$ cat config.mk
export PLATFORM = sky130hd
export DESIGN_NAME = hsv_to_rgb_5bit
export DESIGN_NICKNAME = d
export VERILOG_FILES = /design/src/rtl/core/h2r_pkg.sv /design/src/rtl/core/hsv_to_rgb_5bit.sv
export SDC_FILE = /design/constraint.sdc
export NUM_CORES = 1
export LEC_CHECK = 0
export ABC_AREA = 1
export BUFFER_PORTS_ARGS = -buffer_cell sky130_fd_sc_hd__buf_4
export CORE_MARGIN = 5
export CORE_UTILIZATION = 60
export DETAILED_ROUTE_END_ITERATION = 16
export GPL_ROUTABILITY_DRIVEN = 0
export PLACE_DENSITY_LB_ADDON = 0.25
export SLEW_MARGIN = 20
export SYNTH_ARGS = -nofsm -noshare
export SYNTH_HDL_FRONTEND = slang
export SYNTH_SLANG_ARGS = --single-unit
$ cat constraint.sdc
create_clock -name clk -period 8.6 [get_ports clk]
set_input_delay 0 -clock clk [delete_from_list [all_inputs] [get_ports clk]]
set_output_delay 0 -clock clk [all_outputs]
set_load 0.05 [all_outputs]
$ cat src/rtl/core/h2r_pkg.sv
`timescale 1ns / 1ps
`default_nettype none

package h2r_pkg;

	localparam int CH_W = 5;
	localparam int REGION_SIZE = 6;

	typedef logic [CH_W-1:0] chan_t;
	typedef logic [2*CH_W-1:0] prod_t;

	localparam chan_t CH_MAX = chan_t'(31);

	typedef enum logic [2:0] {
		REG_RED_YEL  = 3'd0,
		REG_YEL_GRN  = 3'd1,
		REG_GRN_CYN  = 3'd2,
		REG_CYN_BLU  = 3'd3,
		REG_BLU_MAG  = 3'd4,
		REG_MAG_RED  = 3'd5
	} region_t;

	// hue / 6 for 5-bit hue: (hue * 11) >> 6 is exact over 0..31
	function automatic region_t region_of(input chan_t hue);
		logic [CH_W+3:0] prod;
		prod = {4'd0, hue} * (CH_W+4)'(11);
		return region_t'(prod[CH_W+3:6]);
	endfunction

	// (hue mod 6) * 6
	function automatic chan_t frac_of(input chan_t hue, input region_t region);
		chan_t reg6;
		chan_t rem;
		reg6 = chan_t'({2'd0, region} * chan_t'(REGION_SIZE));
		rem = hue - reg6;
		return chan_t'(rem * chan_t'(REGION_SIZE));
	endfunction

	// (a * b) >> 5
	function automatic chan_t mul_shr(input chan_t a, input chan_t b);
		prod_t prod;
		prod = {{CH_W{1'b0}}, a} * {{CH_W{1'b0}}, b};
		return prod[2*CH_W-1:CH_W];
	endfunction

endpackage

`default_nettype wire

$ cat src/rtl/core/hsv_to_rgb_5bit.sv
`timescale 1ns / 1ps
`default_nettype none

// hsv_to_rgb_5bit: 5-bit HSV to 5-bit RGB conversion, one pixel per clock.
//
// Input channel: hue, saturation and brightness are taken at a rising edge
// where start is high and busy is low. busy is always low: the pipeline
// accepts a transfer on every cycle.
// Output channel: red, green and blue are valid for exactly one cycle while
// done is high. The receiver has no way to stall, so no backpressure exists.
// Results appear with done high after three pipeline stages plus the
// output register.
// Throughput: one transfer per clock. The 5x5 multipliers sit in stages 2
// and 3: one per shade q and t in stage 2, one per shade in stage 3.
// Stages:
//   s1  region = hue/6 (reciprocal multiply), fraction f = (hue mod 6)*6
//   s2  losses s*f>>5 and s*(31-f)>>5
//   s3  shades p, q, t = v*(31-loss)>>5
//   out six-way channel selection, grey bypass when saturation is zero
// Reset: arst_n clears all valid bits asynchronously; data registers are
// not reset, and done stays low until a new transfer reaches the end.
module hsv_to_rgb_5bit (
	input  wire logic           clk,
	input  wire logic           arst_n,
	input  wire logic           start,
	output logic                busy,
	input  wire h2r_pkg::chan_t hue,
	input  wire h2r_pkg::chan_t saturation,
	input  wire h2r_pkg::chan_t brightness,
	output logic                done,
	output h2r_pkg::chan_t      red,
	output h2r_pkg::chan_t      green,
	output h2r_pkg::chan_t      blue
);
	import h2r_pkg::*;

	logic    vld_s1, vld_s2, vld_s3, done_q;
	region_t region_s1, region_s2, region_s3;
	chan_t   frac_s1;
	chan_t   sat_s1, sat_s2;
	chan_t   val_s1, val_s2, val_s3;
	logic    grey_s1, grey_s2, grey_s3;
	chan_t   loss_q_s2, loss_t_s2;
	chan_t   p_s3, q_s3, t_s3;
	chan_t   red_q, green_q, blue_q;
	region_t region_in;
	chan_t   r_nxt, g_nxt, b_nxt;

	assign busy = 1'b0;
	assign region_in = region_of(hue);

	// valid bits
	always_ff @(posedge clk or negedge arst_n) begin
		if (!arst_n) begin
			vld_s1 <= 1'b0;
			vld_s2 <= 1'b0;
			vld_s3 <= 1'b0;
			done_q <= 1'b0;
		end else begin
			vld_s1 <= start;
			vld_s2 <= vld_s1;
			vld_s3 <= vld_s2;
			done_q <= vld_s3;
		end
	end

	// data path, no reset
	always_ff @(posedge clk) begin
		// s1: hue split
		region_s1 <= region_in;
		frac_s1   <= frac_of(hue, region_in);
		sat_s1    <= saturation;
		val_s1    <= brightness;
		grey_s1   <= (saturation == '0);
		// s2: losses for q and t; p uses saturation directly
		region_s2 <= region_s1;
		sat_s2    <= sat_s1;
		val_s2    <= val_s1;
		grey_s2   <= grey_s1;
		loss_q_s2 <= mul_shr(sat_s1, frac_s1);
		loss_t_s2 <= mul_shr(sat_s1, CH_MAX - frac_s1);
		// s3: shades
		region_s3 <= region_s2;
		val_s3    <= val_s2;
		grey_s3   <= grey_s2;
		p_s3      <= mul_shr(val_s2, CH_MAX - sat_s2);
		q_s3      <= mul_shr(val_s2, CH_MAX - loss_q_s2);
		t_s3      <= mul_shr(val_s2, CH_MAX - loss_t_s2);
		// output register
		red_q     <= r_nxt;
		green_q   <= g_nxt;
		blue_q    <= b_nxt;
	end

	// region select, grey overrides
	always_comb begin
		r_nxt = val_s3;
		g_nxt = val_s3;
		b_nxt = val_s3;
		if (!grey_s3) begin
			unique case (region_s3)
				REG_RED_YEL: begin
					r_nxt = val_s3; g_nxt = t_s3;   b_nxt = p_s3;
				end
				REG_YEL_GRN: begin
					r_nxt = q_s3;   g_nxt = val_s3; b_nxt = p_s3;
				end
				REG_GRN_CYN: begin
					r_nxt = p_s3;   g_nxt = val_s3; b_nxt = t_s3;
				end
				REG_CYN_BLU: begin
					r_nxt = p_s3;   g_nxt = q_s3;   b_nxt = val_s3;
				end
				REG_BLU_MAG: begin
					r_nxt = t_s3;   g_nxt = p_s3;   b_nxt = val_s3;
				end
				default: begin
					r_nxt = val_s3; g_nxt = p_s3;   b_nxt = q_s3;
				end
			endcase
		end
	end

	assign done  = done_q;
	assign red   = red_q;
	assign green = green_q;
	assign blue  = blue_q;

endmodule

`default_nettype wire

# Word-level counts from Yosys, hierarchy flattened
# Cells that the tools add are included.
# W data, S select, Z words.
# classes
n_addsub	5
mul	8
eq_ne	4
mux	6
reduce_logical	6
# op_table
op	n
$pmux W5 S3	3
$mul A5 B5 Y10	4
$sub A5 B5 Y5 const A	4
$mux W5	3
$mul A5 B4 Y9	1
$mul A5 B4 Y9 const B	1
$reduce_or A2 Y1	4
$eq A3 B2 Y1 const B	2
$logic_not A5 Y1	1
$mul A5 B2 Y4 const B	1
$sub A5 B5 Y5	1
$mul A3 B2 Y4 const B	1
$eq A3 B1 Y1 const B	1
$eq A3 B3 Y1 const B	1
$logic_not A3 Y1	1
# word_totals
register_bits	85
in_bits	18
output_inout_bits	17
elab_cells	53

# Depth between registers and ports, before layout
# logic_depth
word_depth	4
mapped_depth	21
mapped_depth_nobuf	21

# Worst setup path after synthesis
# Ideal clock, no wire load.
# synth_timing
path_kind	input port to flip-flop
startpoint	input hue[1]
endpoint	register frac_s1[4]
setup_time_ps	112
t_arrival_ps	3377
required_time_ps	8488
slack_ps	5111
path_stages	20
n_path_buf	0
path_cell_list	ha_1 > fa_1 > ha_1 > nand2_1 > nand2_1 > nand2_1 > nand4_1 > and2_1 > ha_1 > fa_1 > inv_1 > fa_1 > xnor2_1 > nand2_1 > nand2_1 > nand2_1 > nand2_1 > inv_1 > nand2_1 > nand2_1
# synth_via
elab_chain_len	4
# synth_lines
element	line_no	rtl
start, declared	hsv_to_rgb_5bit.sv:27	input wire h2r_pkg::chan_t hue,
$mul A5 B4 Y9	h2r_pkg.sv:26	prod = {4'd0, hue} * (CH_W+4)'(11);
named net region_in[1]	hsv_to_rgb_5bit.sv:46	region_t region_in;
$mul A3 B2 Y4	h2r_pkg.sv:34	reg6 = chan_t'({2'd0, region} * chan_t'(REGION_SIZE));
$sub A5 B5 Y5	h2r_pkg.sv:35	rem = hue - reg6;
$mul A5 B2 Y4	h2r_pkg.sv:36	return chan_t'(rem * chan_t'(REGION_SIZE));
end signal, assigned	hsv_to_rgb_5bit.sv:71	frac_s1 <= frac_of(hue, region_in);
end, declared	hsv_to_rgb_5bit.sv:39	chan_t frac_s1;
# The timed path passes the listed nets, and every way through them passes these cells.

# Final worst setup path
# layout_timing
startpoint	input hue[0]
endpoint	register frac_s1[4]
# Same word-level chain as after synthesis.

==> results.sh <==
export IMPL_die_area_um2=12700
export IMPL_finalSetupViolCount=0
export IMPL_syn_avg_cell_area_um2=7.773
export IMPL_hold_buffers=14
export IMPL_cts_htree_levels=3
export IMPL_critPathLaunchType="input port"
export IMPL_clockRootBuffer="clkbuf_8"
export IMPL_synthMostInstantiatedCell="nand2_1"
export IMPL_hold_path_class="input port to flop"
export IMPL_final_nets=1006
export IMPL_finalClockSkew_ns=0.01351
export IMPL_grt_pass1_wl_um=23620
export IMPL_synth_area_leaders="dfxtp_1 (26%), ha_1 (18%), fa_1 (13%)"
export IMPL_period_share=0.4641
export IMPL_pwr_density_cell_nw_per_um2=376.7
export IMPL_fmax_ghz=0.2506
export IMPL_syn_area_um2=6327
export IMPL_hold_path_depth=4
export IMPL_path_clk_slew_ns=0.09
export IMPL_insertion_delay_ns=0.36
export IMPL_synthFlopType="dfxtp_1"
export IMPL_yosys_cell_types_count=46
export IMPL_slew_violations=0
export IMPL_final_core_util=0.6805
export IMPL_vias=5280
export IMPL_arrival_ns=4.25
export IMPL_hold_viol_final=0
export IMPL_start_util=0.6129
export IMPL_clockBufferDepth=2
export IMPL_postPlaceCellArea_um2=6675
export IMPL_cts_resized=0
export IMPL_ant_nets=0
export IMPL_rsz0062_at_grt="no"
export IMPL_yosysWarningCount=0
export IMPL_maxCapViolCount=0
export IMPL_cts_sinks=85
export IMPL_io_pins=35
export IMPL_drc_errors=0
export IMPL_async_flop_share=0.04706
export IMPL_area_delta_synth_final_pct=11.03
export IMPL_critPathKind="input port to flop"
export IMPL_yosysTopAreaCell="dfxtp_1"
export IMPL_synth_top_cell_area_share=0.2563
export IMPL_synth_commonest_cells="nand2_1 (210), inv_1 (149), ha_1 (90)"
export IMPL_reg2reg_slack_ns=5.15
export IMPL_drt_total_wl_um=13600
export IMPL_drive_gt1_frac=0.07879
export IMPL_die_y_um=112.7
export IMPL_cellLeakagePower_nw=3.960
export IMPL_drt_iter0_drc=334
export IMPL_dr_pass1_iters=5
export IMPL_via_per_inst=5.285
export IMPL_synth_seq_area_share=0.2721
export IMPL_postCtsSetupRepairBufs=0
export IMPL_status="finished, final reports clean"
export IMPL_ir_drop_v=0.0002339
export IMPL_grt_usage=0.2250
export IMPL_die_w_um=112.7
export IMPL_grt_max_degree=18
export IMPL_core_area_um2=10320
export IMPL_fin_tns_setup_ns=0
export IMPL_design_area_um2=7025
export IMPL_cts_buffers=9
export IMPL_post_drt_wl_per_cell_um=13.61
export IMPL_synth_cells=814
export IMPL_synth_net_count=962
export IMPL_grt_ovfl_total=0
export IMPL_n_antenna_cell=0
export IMPL_antenna_found_initial=0
export IMPL_end_kind="flop"
export IMPL_critPathRequiredTime_ns=8.86
export IMPL_synth_edff_count=0
export IMPL_dp_hpwl_um=10790
export IMPL_synth_seq_cells=85
export IMPL_rows=37
export IMPL_grt_pass1_vias=5365
export IMPL_cts_tree="done"
export IMPL_cp_max_fo=4
export IMPL_numPortBuffers=33
export IMPL_worst_r2r_cell_count=13
export IMPL_min_period_ns=3.991
[routing by layer]
layer	routed length, um	up-vias	global-route usage
met1	5504	2422	0.2662
met3	727	45	0.02781
met5	0	-	0
li1	-	2624	-
met2	6943	189	0.4096
met4	420	0	0.09455
[worst paths after layout]
| path | startpoint | to |
|---|---|---|
| max | hue[0] | frac_s1[4] |
| min | hue[4] | region_s1[2] |
| max reg2reg | val_s2[1] | q_s3[4] |
| min reg2reg | val_s1[4] | val_s2[4] |
| max in group asynchronous | arst_n | vld_s3 |
| min in group asynchronous | arst_n | vld_s1 |
[power breakdown]
group          leakage (nW)  internal (W)  total, W  switching [W]
Combinational          3.13      0.000648   0.00173        0.00108
Clock                 0.103      0.000129  0.000288       0.000159
Sequential            0.727      0.000527  0.000631       0.000103
Total                  3.96       0.00130   0.00265        0.00134
[through the flow]
| stage | setup WS (ns) | cells | hold slack (ns) | total power [W] |
|---|---|---|---|---|
| 4_1_cts | 4.613 | 999 | 0.05886 | 0.002649 |
| 3_5_place_dp | 4.631 | 969 | -0.2013 | 0.002330 |
| 6_report | 4.609 | 999 | 0.08140 | 0.002647 |
| 3_3_place_gp | 4.874 | 969 | -0.2047 | 0.002261 |
| 2_1_floorplan | 5.111 | 814 | -0.2956 | 0.001930 |
| 5_1_grt | 4.402 | 999 | 0.09464 | 0.002936 |
[logic make-up (layout without fill, tap and decap cells)]
family,after synthesis,in the layout,synth area share
AOI/OAI and AO/OA,74,74,0.07119
xor gates and xnor gates,16,16,0.02215
adders and majority gates,130,130,0.3045
buffers and inverters,168,217,0.1040
DFF,85,85,0.2721
muxes,1,1,0.002372
other,1,1,0.0005927
and+or+nand+nor,339,339,0.2231
[layout by cell type (no fill, tap or decap), drive strengths merged]
master,instances
a211oi,4
a21boi,1
a21o,3
a21oi,29
a31oi,5
and2,1
buf,33
clkbuf,10
clkinv,3
clkinvlp,1
conb,1
dfrtp,4
dfxtp,81
dlygate4sd3,14
fa,40
ha,90
inv,156
mux2,1
nand2,213
nand3,33
nand3b,1
nand4,3
nor2,78
nor3,6
nor3b,1
o2111ai,2
o211ai,4
o21ai,16
o21bai,4
o221ai,4
o22ai,1
o31ai,1
or2,3
xnor2,2
xor2,14
[cell type report]
type                            count  area, um^2
Multi-Input combinational cell    561        3948
Fill cell                         882        3298
Sequential cell                    85        1722
Inverter                          154       588.1
Timing Repair Buffer               47       387.9
Tap cell                          136       170.2
Clock buffer                       10       148.9
Clock inverter                      6       61.31
[worst max-delay path, stage by stage]
cell and delay [ns]:
dlygate4sd3_1 0.53, buf_4 0.15, ha_1 0.21, fa_1 0.44
ha_1 0.34, nand2_1 0.08, nand2_1 0.05, nand2_1 0.07
nand4_1 0.14, and2_1 0.21, ha_1 0.29, fa_1 0.60
inv_1 0.08, fa_1 0.45, xnor2_1 0.19, nand2_1 0.09
nand2_1 0.07, nand2_1 0.04, nand2_1 0.09, inv_1 0.05
nand2_1 0.05, nand2_1 0.05
Note: power is estimated with default switching activity, not from simulation.
